==> src/sll_pkg.sv <==
package sll_pkg;

  localparam int MAX_NODES = 64;
  localparam int SLOT_W = $clog2(MAX_NODES + 1);
  localparam int POS_W = 7;
  localparam int CAP_W = 7;
  localparam int DATA_W = 32;
  localparam int CMP_W = (SLOT_W > POS_W) ? SLOT_W : POS_W;
  localparam logic [CAP_W-1:0] CAP_RESET = CAP_W'(64);

  localparam int QDEPTH = 2;
  localparam int QPTR_W = $clog2(QDEPTH);
  localparam int QCNT_W = $clog2(QDEPTH + 1);

  typedef logic [SLOT_W-1:0] slot_t;

  typedef enum logic [1:0] {
    OP_INSERT = 2'd0,
    OP_GET    = 2'd1,
    OP_DELETE = 2'd2,
    OP_CLEAR  = 2'd3
  } op_t;

  typedef struct packed {
    op_t               op;
    logic [POS_W-1:0]  position;
    logic [DATA_W-1:0] value;
  } req_t;

  typedef enum logic [2:0] {
    ST_IDLE,
    ST_SCAN,
    ST_WALK,
    ST_LINK,
    ST_LINK2,
    ST_FETCH,
    ST_TAKE,
    ST_DONE
  } state_t;

endpackage

==> src/sll_front.sv <==
module sll_front (
  input  logic                   clk,
  input  logic                   rst,
  input  logic                   req_valid,
  output logic                   req_ready,
  input  logic [1:0]             opcode,
  input  logic [sll_pkg::POS_W-1:0]  position,
  input  logic [sll_pkg::DATA_W-1:0] value,
  output logic                   q_valid,
  input  logic                   q_ready,
  output sll_pkg::req_t          q_req
);
  import sll_pkg::*;

  logic held;
  req_t req;
  op_t  op_dec;

  always_comb begin
    case (opcode)
      OP_INSERT: op_dec = OP_INSERT;
      OP_GET:    op_dec = OP_GET;
      OP_DELETE: op_dec = OP_DELETE;
      default:   op_dec = OP_CLEAR;
    endcase
  end

  assign req_ready = !held || q_ready;
  assign q_valid   = held;
  assign q_req     = req;

  always_ff @(posedge clk) begin
    if (rst) begin
      held <= 1'b0;
    end else if (req_ready) begin
      held <= req_valid;
    end
  end

  always_ff @(posedge clk) begin
    if (req_valid && req_ready) begin
      req.op       <= op_dec;
      req.position <= position;
      req.value    <= value;
    end
  end

endmodule

==> src/sll_queue.sv <==
module sll_queue (
  input  logic          clk,
  input  logic          rst,
  input  logic          wr_valid,
  output logic          wr_ready,
  input  sll_pkg::req_t wr_req,
  output logic          rd_valid,
  input  logic          rd_ready,
  output sll_pkg::req_t rd_req
);
  import sll_pkg::*;

  req_t              entries [QDEPTH];
  logic [QPTR_W-1:0] wr_ptr;
  logic [QPTR_W-1:0] rd_ptr;
  logic [QCNT_W-1:0] fill;
  logic              push;
  logic              pop;

  assign wr_ready = fill != QCNT_W'(QDEPTH);
  assign rd_valid = fill != '0;
  assign rd_req   = entries[rd_ptr];
  assign push     = wr_valid && wr_ready;
  assign pop      = rd_valid && rd_ready;

  always_ff @(posedge clk) begin
    if (rst) begin
      wr_ptr <= '0;
      rd_ptr <= '0;
      fill   <= '0;
    end else begin
      if (push) begin
        wr_ptr <= (wr_ptr == QPTR_W'(QDEPTH - 1)) ? '0 : wr_ptr + 1'b1;
      end
      if (pop) begin
        rd_ptr <= (rd_ptr == QPTR_W'(QDEPTH - 1)) ? '0 : rd_ptr + 1'b1;
      end
      if (push && !pop) begin
        fill <= fill + 1'b1;
      end else if (pop && !push) begin
        fill <= fill - 1'b1;
      end
    end
  end

  always_ff @(posedge clk) begin
    if (push) begin
      entries[wr_ptr] <= wr_req;
    end
  end

endmodule

==> src/sll_back.sv <==
module sll_back (
  input  logic                       clk,
  input  logic                       rst,
  input  logic                       cfg_we,
  input  logic [sll_pkg::CAP_W-1:0]  cfg_data,
  input  logic                       q_valid,
  output logic                       q_ready,
  input  sll_pkg::req_t              q_req,
  output logic                       res_valid,
  input  logic                       res_ready,
  output logic                       ok,
  output logic [sll_pkg::DATA_W-1:0] value_out,
  output logic [sll_pkg::POS_W-1:0]  length
);
  import sll_pkg::*;

  state_t            state, state_next;
  logic [CAP_W-1:0]  capacity;
  op_t               op, op_next;
  logic [POS_W-1:0]  pos, pos_next;
  logic [DATA_W-1:0] val, val_next;
  slot_t             cur, cur_next;
  slot_t             step, step_next;
  slot_t             scan, scan_next;
  slot_t             slot, slot_next;
  slot_t             obj, obj_next;
  slot_t             head, head_next;
  slot_t             count, count_next;
  logic [MAX_NODES:1] free_map, free_map_next;
  logic              res_ok, res_ok_next;
  logic [DATA_W-1:0] res_val, res_val_next;
  logic              res_valid_next;
  logic              ok_next;
  logic [DATA_W-1:0] value_out_next;
  logic [POS_W-1:0]  length_next;

  slot_t             link_mem [0:MAX_NODES];
  logic [DATA_W-1:0] data_mem [0:MAX_NODES];
  slot_t             link_rd;
  logic [DATA_W-1:0] data_rd;
  logic              lw_en;
  slot_t             lw_addr;
  slot_t             lw_data;
  slot_t             lr_addr;
  logic              dw_en;
  slot_t             dr_addr;

  logic [CMP_W-1:0]  cap_c;
  logic [CMP_W-1:0]  count_c;
  slot_t             cur_link;
  logic              advance;
  logic              out_free;

  assign cap_c = (CMP_W'(capacity) > CMP_W'(MAX_NODES)) ? CMP_W'(MAX_NODES)
                                                        : CMP_W'(capacity);
  assign count_c  = CMP_W'(count);
  assign cur_link = (cur == '0) ? head : link_rd;
  assign advance  = (CMP_W'(step) < CMP_W'(pos)) && (step < slot_t'(MAX_NODES))
                    && (cur_link != '0);
  assign out_free = !res_valid || res_ready;
  assign q_ready  = state == ST_IDLE;

  // next state
  always_comb begin
    state_next = state;
    case (state)
      ST_IDLE: begin
        if (q_valid) begin
          case (q_req.op)
            OP_INSERT: state_next = (count_c < cap_c) ? ST_SCAN : ST_DONE;
            OP_GET, OP_DELETE: begin
              state_next = (CMP_W'(q_req.position) < count_c) ? ST_WALK : ST_DONE;
            end
            default: state_next = ST_DONE;
          endcase
        end
      end
      ST_SCAN: begin
        if (free_map[scan]) begin
          state_next = ST_WALK;
        end else if (CMP_W'(scan) >= cap_c) begin
          state_next = ST_DONE;
        end
      end
      ST_WALK: begin
        if (!advance) begin
          state_next = (op == OP_INSERT) ? ST_LINK : ST_FETCH;
        end
      end
      ST_LINK:  state_next = (cur == '0) ? ST_DONE : ST_LINK2;
      ST_LINK2: state_next = ST_DONE;
      ST_FETCH: state_next = ST_TAKE;
      ST_TAKE:  state_next = ST_DONE;
      ST_DONE: begin
        if (out_free) begin
          state_next = ST_IDLE;
        end
      end
      default: state_next = ST_IDLE;
    endcase
  end

  // datapath and memory controls
  always_comb begin
    op_next        = op;
    pos_next       = pos;
    val_next       = val;
    cur_next       = cur;
    step_next      = step;
    scan_next      = scan;
    slot_next      = slot;
    obj_next       = obj;
    head_next      = head;
    count_next     = count;
    free_map_next  = free_map;
    res_ok_next    = res_ok;
    res_val_next   = res_val;
    res_valid_next = res_valid && !res_ready;
    ok_next        = ok;
    value_out_next = value_out;
    length_next    = length;
    lw_en          = 1'b0;
    lw_addr        = slot;
    lw_data        = cur_link;
    lr_addr        = cur;
    dw_en          = 1'b0;
    dr_addr        = obj;
    case (state)
      ST_IDLE: begin
        if (q_valid) begin
          op_next      = q_req.op;
          pos_next     = q_req.position;
          val_next     = q_req.value;
          cur_next     = '0;
          step_next    = '0;
          scan_next    = slot_t'(1);
          res_ok_next  = 1'b0;
          res_val_next = '0;
          if (q_req.op == OP_CLEAR) begin
            head_next     = '0;
            count_next    = '0;
            free_map_next = '1;
            res_ok_next   = 1'b1;
          end
        end
      end
      ST_SCAN: begin
        if (free_map[scan]) begin
          slot_next = scan;
        end else begin
          scan_next = scan + 1'b1;
        end
      end
      ST_WALK: begin
        if (advance) begin
          cur_next  = cur_link;
          step_next = step + 1'b1;
          lr_addr   = cur_link;
        end else begin
          obj_next = cur_link;
        end
      end
      ST_LINK: begin
        lw_en   = 1'b1;
        lw_addr = slot;
        lw_data = cur_link;
        dw_en   = 1'b1;
        free_map_next[slot] = 1'b0;
        count_next  = count + 1'b1;
        res_ok_next = 1'b1;
        if (cur == '0) begin
          head_next = slot;
        end
      end
      ST_LINK2: begin
        lw_en   = 1'b1;
        lw_addr = cur;
        lw_data = slot;
      end
      ST_FETCH: begin
        lr_addr = obj;
      end
      ST_TAKE: begin
        res_ok_next  = 1'b1;
        res_val_next = data_rd;
        if (op == OP_DELETE && obj != '0) begin
          free_map_next[obj] = 1'b1;
          count_next = count - 1'b1;
          if (cur == '0) begin
            head_next = link_rd;
          end else begin
            lw_en   = 1'b1;
            lw_addr = cur;
            lw_data = link_rd;
          end
        end
      end
      ST_DONE: begin
        if (out_free) begin
          res_valid_next = 1'b1;
          ok_next        = res_ok;
          value_out_next = res_val;
          length_next    = POS_W'(count);
        end
      end
      default: begin
      end
    endcase
  end

  always_ff @(posedge clk) begin
    if (rst) begin
      state     <= ST_IDLE;
      capacity  <= CAP_RESET;
      head      <= '0;
      count     <= '0;
      free_map  <= '1;
      res_valid <= 1'b0;
    end else begin
      state     <= state_next;
      head      <= head_next;
      count     <= count_next;
      free_map  <= free_map_next;
      res_valid <= res_valid_next;
      if (cfg_we) begin
        capacity <= cfg_data;
      end
    end
  end

  always_ff @(posedge clk) begin
    op        <= op_next;
    pos       <= pos_next;
    val       <= val_next;
    cur       <= cur_next;
    step      <= step_next;
    scan      <= scan_next;
    slot      <= slot_next;
    obj       <= obj_next;
    res_ok    <= res_ok_next;
    res_val   <= res_val_next;
    ok        <= ok_next;
    value_out <= value_out_next;
    length    <= length_next;
  end

  always_ff @(posedge clk) begin
    if (lw_en) begin
      link_mem[lw_addr] <= lw_data;
    end
    link_rd <= link_mem[lr_addr];
  end

  always_ff @(posedge clk) begin
    if (dw_en) begin
      data_mem[slot] <= val;
    end
    data_rd <= data_mem[dr_addr];
  end

endmodule

==> src/static_linked_list_engine.sv <==
// Linked list of up to 64 data words kept in slot memories. A request enters through a
// register and a two-entry queue, and the executor takes one request at a time. Clear
// empties the list; get and delete walk to the position and fetch the node; insert
// finds the lowest free slot, walks to min(position, length) and writes the node, with
// a second link write when not at the head. The free-slot scan checks one slot a cycle
// and the walk follows one link a cycle through the single read port of the link memory.
// The next request can wait in the queue while a result waits on res_ready.
module static_linked_list_engine (
  input  logic                       clk,
  input  logic                       rst,
  input  logic                       cfg_we,
  input  logic [sll_pkg::CAP_W-1:0]  cfg_data,
  input  logic                       req_valid,
  output logic                       req_ready,
  input  logic [1:0]                 opcode,
  input  logic [sll_pkg::POS_W-1:0]  position,
  input  logic [sll_pkg::DATA_W-1:0] value,
  output logic                       res_valid,
  input  logic                       res_ready,
  output logic                       ok,
  output logic [sll_pkg::DATA_W-1:0] value_out,
  output logic [sll_pkg::POS_W-1:0]  length
);
  import sll_pkg::*;

  logic f_valid;
  logic f_ready;
  req_t f_req;
  logic b_valid;
  logic b_ready;
  req_t b_req;

  sll_front u_front (
    .clk       (clk),
    .rst       (rst),
    .req_valid (req_valid),
    .req_ready (req_ready),
    .opcode    (opcode),
    .position  (position),
    .value     (value),
    .q_valid   (f_valid),
    .q_ready   (f_ready),
    .q_req     (f_req)
  );

  sll_queue u_queue (
    .clk      (clk),
    .rst      (rst),
    .wr_valid (f_valid),
    .wr_ready (f_ready),
    .wr_req   (f_req),
    .rd_valid (b_valid),
    .rd_ready (b_ready),
    .rd_req   (b_req)
  );

  sll_back u_back (
    .clk       (clk),
    .rst       (rst),
    .cfg_we    (cfg_we),
    .cfg_data  (cfg_data),
    .q_valid   (b_valid),
    .q_ready   (b_ready),
    .q_req     (b_req),
    .res_valid (res_valid),
    .res_ready (res_ready),
    .ok        (ok),
    .value_out (value_out),
    .length    (length)
  );

endmodule
==> config.mk <==
export PLATFORM = sky130hd
export DESIGN_NAME = static_linked_list_engine
export DESIGN_NICKNAME = d
export VERILOG_FILES = /design/src/sll_pkg.sv /design/src/sll_front.sv /design/src/sll_queue.sv /design/src/sll_back.sv /design/src/static_linked_list_engine.sv
export SDC_FILE = /design/constraint.sdc
export NUM_CORES = 2
export LEC_CHECK = 0
export ABC_AREA = 1
export BUFFER_PORTS_ARGS = -buffer_cell sky130_fd_sc_hd__buf_2
export CAP_MARGIN = 25
export CORE_UTILIZATION = 48
export CTS_BUF_LIST = sky130_fd_sc_hd__clkbuf_8 sky130_fd_sc_hd__clkbuf_16
export CTS_CLUSTER_DIAMETER = 40
export CTS_CLUSTER_SIZE = 40
export DETAILED_ROUTE_END_ITERATION = 7
export PLACE_DENSITY = 0.66
export SYNTH_ARGS = -nofsm -noshare
export SYNTH_HDL_FRONTEND = slang
export SYNTH_HIERARCHICAL = 1
export SYNTH_SLANG_ARGS = --single-unit
==> constraint.sdc <==
create_clock -name clk -period 4.6 [get_ports clk]
set_input_delay 1.38 -clock clk [delete_from_list [all_inputs] [get_ports clk]]
set_output_delay 1.38 -clock clk [all_outputs]
set_load 0.05 [all_outputs]
Yosys cells after proc, flatten, opt, wreduce, memory -nomap -nowiden
Memories as Yosys holds them, arrays and structs flattened. A register that Yosys moved wholly into a read port is not among the register bits.
Cells that the tools add are included.
Word-level totals
  word-level logic and storage cells: 194
  memories kept: 3
  register bits: 284
  bits of input ports: 53
  bits in writable memories: 2617
  output and inout port bits: 42
Operators by class
  bitwise gates (word level): 4
  muxes and demuxes: 70
  $add $sub $neg: 8
  magnitude comparators: 11
  equality and inequality tests: 24
  reductions and logical operators: 48
Memories
  u_back.data_mem: depth 65, width 32, read ports 1, clocked after memory_dff 1, wr ports 1, RTL line sll_back.sv:38  | logic [DATA_W-1:0] data_mem [0:MAX_NODES];
  u_back.link_mem: depth 65, width 7, read ports 1, clocked after memory_dff 1, wr ports 1, RTL line sll_back.sv:37  | slot_t link_mem [0:MAX_NODES];
  u_queue.entries: depth 2, width 41, read ports 1, clocked after memory_dff 1, wr ports 1, RTL line sll_queue.sv:13  | req_t entries [QDEPTH];
Operators by type and width (count)
  64-bit two-way mux: 3
  64-bit one-hot mux with 3 select lines: 1
  7-bit two-way mux: 17
  7-bit one-hot mux with 2 select lines: 6
  64-bit AND: 1
  64-bit NOT: 1
  64-bit OR: 1
  32-bit one-hot mux with 2 select lines: 1
  7-bit one-hot mux with 3 select lines: 2
  32-bit two-way mux: 1
  7-bit by 8-bit < comparator with 1-bit output (second input constant): 3
  3-bit two-way mux: 8
  7-bit by 1-bit adder with 7-bit output (second input constant): 3
  7-bit < comparator: 3
  3-bit one-hot mux with 7 select lines: 1
  1-bit two-way mux: 20
  1-bit demux with 7-bit select: 2
  7-bit by 1-bit >= comparator with 1-bit output (second input constant): 2
  2-bit by 1-bit != test with 1-bit output (second input constant): 7
  2-bit AND reduction: 7
  7-bit nonzero test: 2
  3-bit == test (second input constant): 4
  2-bit nonzero test: 6
  1-bit logical AND: 11
  29 further kinds: 52

Depth between registers and ports, before layout
  depth in word-level cells: 7
  mapped depth: 24
  mapped depth without buffers: 23

By module
The synthesis kept the hierarchy.
Modules (own cells, without submodules)
  sll_back: instances 1, area each 108192.5 µm², sequential area each 83159.8 µm², cells each 7595
  sll_queue: instances 1, area each 3404.5 µm², sequential area each 2562.5 µm², cells each 165
  sll_front: instances 1, area each 1286.2 µm², sequential area each 1251.2 µm², cells each 49

Worst setup path after synthesis
OpenSTA, ideal clock, no wires.
  path type: input to register
  from: in res_ready
  to: reg u_back/length[0] (netlist name), enable pin
  library setup time: 0.487 ns
  buffers on the path: 0
  data arrival time: 4.170 ns
  data required time: 4.113 ns
  path slack: -0.057 ns
  stages: 2
  cell sequence: nor2_1 -> nor3_1
Between the ends
  cells in the longest elaborated chain, start to end: 2
Ends and longest elaborated chain
  start: declaration: RTL line static_linked_list_engine.sv:19  | input logic res_ready,
  1-bit logical OR: RTL line sll_back.sv:60  | assign out_free = !res_valid || res_ready;
  2-bit AND reduction (no line)
  end signal: assignment: RTL line sll_back.sv:244  | length <= length_next;
  end: declaration: RTL line sll_back.sv:13  | output logic [sll_pkg::POS_W-1:0] length
No other way between the ends.
A chain may end at the register's enable or synchronous reset.

Worst setup path after layout
  from: reg u_back.state[1]
  to: reg u_back.link_rd[1], read port of u_back.link_mem
Between the ends
  cells in the longest elaborated chain, start to end: 2
  elaborated cells between the ends (all ways): 3
  classes of those cells: 2 x eq/ne; 1 x mux
Ends and longest elaborated chain
  start: declaration: RTL line sll_back.sv:17  | state_t state, state_next;
  start signal: assignment: RTL line sll_back.sv:220  | state <= state_next;
  3-bit == test / 3-bit by 2-bit == test with 1-bit output (equally long branches): RTL line sll_back.sv:128  | case (state)
  7-bit one-hot mux with 2 select lines *: RTL line sll_back.sv:128
  end: declaration: RTL line sll_back.sv:39  | slot_t link_rd;
Every way passes the cells marked *; elsewhere a longest branch is shown, timed or not.

==> summary.txt <==
Pwr
  – VDD IR-drop max: 0.000740 V
  – Leak: 0.0450 uW
  – Power per cell area: 650 nW/um^2
  – Total chip power: 85500 uW

Worst setup path
  – Slowest cell on the critical path: nor2_2
  – Largest delay share family, worst path: simple AND/OR/NAND/NOR gates
  – Crit path kind: reg2reg
  – Crit Path Max Fanout: 50
  – Worst reg2reg setup slack: 0.40 ns
  – Worst endpoint required time: 5.47 ns
  – Capturing element type of the critical path: flop
  – CP Buf/Inv Count: 4
  – Critical Path AT: 5.08 ns
  – Worst setup endpoint: u_back/link_rd[1]
  – CP dominant cell by count: nand3_1
  – Crit path launch: u_back/state[1]
  – CP Launch Type: flop
  – Critical Path Max Stage Delay: 0.51 ns
  – Critical R2R Launch: u_back/state[1]
  – Critical path depth in cells: 17
  – Crit-path cells: inv_2, or2_1, nor2_2, inv_2, a21oi_1, nand3_1, nand2_4, clkinv_2, buf_12, nand3_1, nand3_1, nand3_1, nand3_1, nand3_1, nand2_1, nand2_1, nand2_1
  – Critical R2R Capture: u_back/link_rd[1]
  – Worst R2R Path Depth: 17

Timing
  – Hold Vio Cnt, Final: 0
  – Max-slew headroom: 18.5%
  – Slew Limit Fails: 0
  – TNS Setup: 0 ns
  – Clock Skews: 0.119 ns
  – Worst setup margin: 0.397 ns
  – Crit share post-route: 91.4%
  – Unrepaired setup endpoints after global routing: false
  – Hold WS: 0.411 ns
  – Fmax: 238 MHz
  – Setup violators final: 0
  – Final min period: 4.20 ns
  – Worst Tran Pin Value: 1.22 ns

Final layout
  – Layout cell share with drive strength beyond 1: 14.5%
  – Post-route cell area: 132000 um^2
  – Fill cells: 17841
  – Fin nets: 8249
  – Area Overhead vs Synth: 16.6%

Logic synthesis
  – YS warnings: 6
  – Sequential area share after synthesis: 77.0%
  – Post-synth ARST share: 0%
  – Post-synth EDFFs: 2807
  – #FFs+latches synth: 2941
  – Synth area leaders: edfxtp_1 75%, nand2_1 4.1%, nand3_1 2.7%, dfxtp_1 2.4%, a22oi_1 2.2%
  – Syn_nets: 7898
  – Synthesized instance count: 7809
  – Avg Cell Area, Syn: 14.5 um^2
  – Yosys top cell area share: 74.7%
  – Ys flop type: edfxtp_1
  – Synthesized area: 113000 um^2
  – Area leader, netlist: edfxtp_1
  – Distinct cell type count after synthesis: 56

Die
  – Top Ports: 95
  – # rows: 177
  – Initial Util: 48.4%
  – Area of the core: 233000 um^2
  – Die height: 487 um
  – Die Width: 487 um
  – DIE AREA: 237000 um^2

CTS
  – Clock transition at path regs: 0.07 ns
  – Setup Buffers After CTS: 0
  – CTS Buf Count: 378
  – Later-pin clock latency in the skew report: 0.99 ns
  – Hold_buf cts: 0
  – Clk buf depth: 4
  – H-Tree Depth: 5
  – Root Driver: clkbuf_16
  – Post-CTS sizing: 0
  – Clk sinks: 2941
  – CTS tree: yes

Run
  – Max-cap violations: 0

Global routing
  – Largest net degree at the start of global routing: 225
  – Initial antenna violation count: 10
  – Gr usage total: 27.3%
  – Vias in the first global route: 69056
  – Overflow after GRT: 0
  – First-pass GRT wire length: 471 mm

Detailed routing
  – Average routed wire per standard cell: 28.3 um
  – Via density per instance: 6.18
  – Final WL: 328 mm
  – DRC violations left: 0
  – Via count: 71750
  – First drt pass iteration count: 6
  – Antenna-violating nets left: 0
  – Iter 0 DRT Violations: 10045

Placed design
  – Post-place setup slack: 0.567 ns
  – Port bufs: 94
  – DP Area: 119000 um^2
  – DP Wirelength: 183 mm
  – GPL Wtd Cong: 0.891

Status
  – Status: finished, final reports clean

Worst hold path
  – Hold Crit Class: reg2reg
  – Hold depth: 0
metrics by stage:
stage               std cells  util [%]
floorplan                7809         -
global placement        10907      51.0
detailed placement      10911      51.0
CTS                     11593      56.4
global route            11594      56.4
finish                  11602      56.5
worst register-to-register path, delay by kind of cell (launching register included):
| family | cells | cell delay, ns |
|---|---|---|
| flip-flops | 1 | 0.45 |
| AND/OR/NAND/NOR | 12 | 2.07 |
| AO/OA/AOI/OAI | 1 | 0.29 |
| buffers and inverters | 4 | 1.31 |
synthesized netlist by cell type, types with 88 or more instances:
library cell,instances
a21oi_1,152
a221oi_1,264
a22o_1,205
a22oi_1,334
buf_1,88
clkbuf_1,257
dfxtp_1,134
edfxtp_1,2807
inv_1,459
nand2_1,1240
nand3_1,616
nand3b_1,164
nand4_1,240
nor2_1,223
o21ai_0,223
report_power, final:
part | total (uW) | switching [uW] | leakage [uW] | internal (uW)
clock network | 29200 | 11900 | 0.00621 | 17300
logic | 22400 | 16500 | 0.0123 | 5940
registers | 33900 | 661 | 0.0265 | 33200
routing by layer:
metal	vias to the layer above	part of all wire, %	track usage, %
li1	30449	-	-
met1	35949	38	36.8
met4	8	3.8	9.56
met5	-	0.016	0
met2	4538	47	44.2
met3	806	11	5.12
cell type report:
cell class                      count  area (um^2)  area share, %
Timing Repair Buffer              412         3460           2.63
Clock inverter                    297         3010           2.29
Multi-Input combinational cell   3946        22800           17.3
Tap cell                         3132         3920           2.98
Antenna cell                        8         20.0         0.0152
Clock buffer                      385         9610           7.30
Sequential cell                  2941        87000           66.1
Inverter                          481         1870           1.42
registers in the layout (all words and copies together) (netlist names), 32 cells and up, named ones only:
register / count
u_back/data_mem: 2080
u_back/data_rd: 32
u_back/free_map: 64
u_back/link_mem: 455
u_back/res_val: 32
u_back/val: 32
u_back/value_out: 32
u_front/q_req: 41
u_queue/entries: 82
kinds of logic (layout without fill, tap and decap cells):
group | count (synthesis) | after routing | synth area share [%]
flip-flops | 2941 | 2941 | 77.0
AO/OA/AOI/OAI | 1281 | 1281 | 8.19
other | 0 | 8 | 0
multiplexers | 41 | 41 | 0.542
buffers and inverters | 922 | 1575 | 3.26
adder cells (fa/ha/maj) | 36 | 36 | 0.406
XOR/XNOR | 3 | 3 | 0.0233
AND/OR/NAND/NOR | 2585 | 2585 | 10.5
placed cells by master, fill, tap and decap left out, types with 202 or more instances in the layout:
cell type and count:
buf_4 271, clkbuf_16 383, a22o_1 205, nand4_1 240
nor2_1 202, inv_1 478, edfxtp_1 2807, nand3_1 615
o21ai_0 216, a22oi_1 334, nand2_1 1238, a221oi_1 264
worst min path at each step:
stage,startpoint,to,slack [ns]
after global placement,u_back/res_val[0],u_back/value_out[0],0.40
final,u_back/res_val[27],u_back/value_out[27],0.41
after detailed placement,u_back/res_val[11],u_back/value_out[11],0.40
after floorplan,u_back/res_ok,u_back/ok,0.40
after CTS,u_back/res_val[27],u_back/value_out[27],0.41
after global routing,u_back/res_val[27],u_back/value_out[27],0.41
No activity file was read; power rests on OpenSTA's default activity.
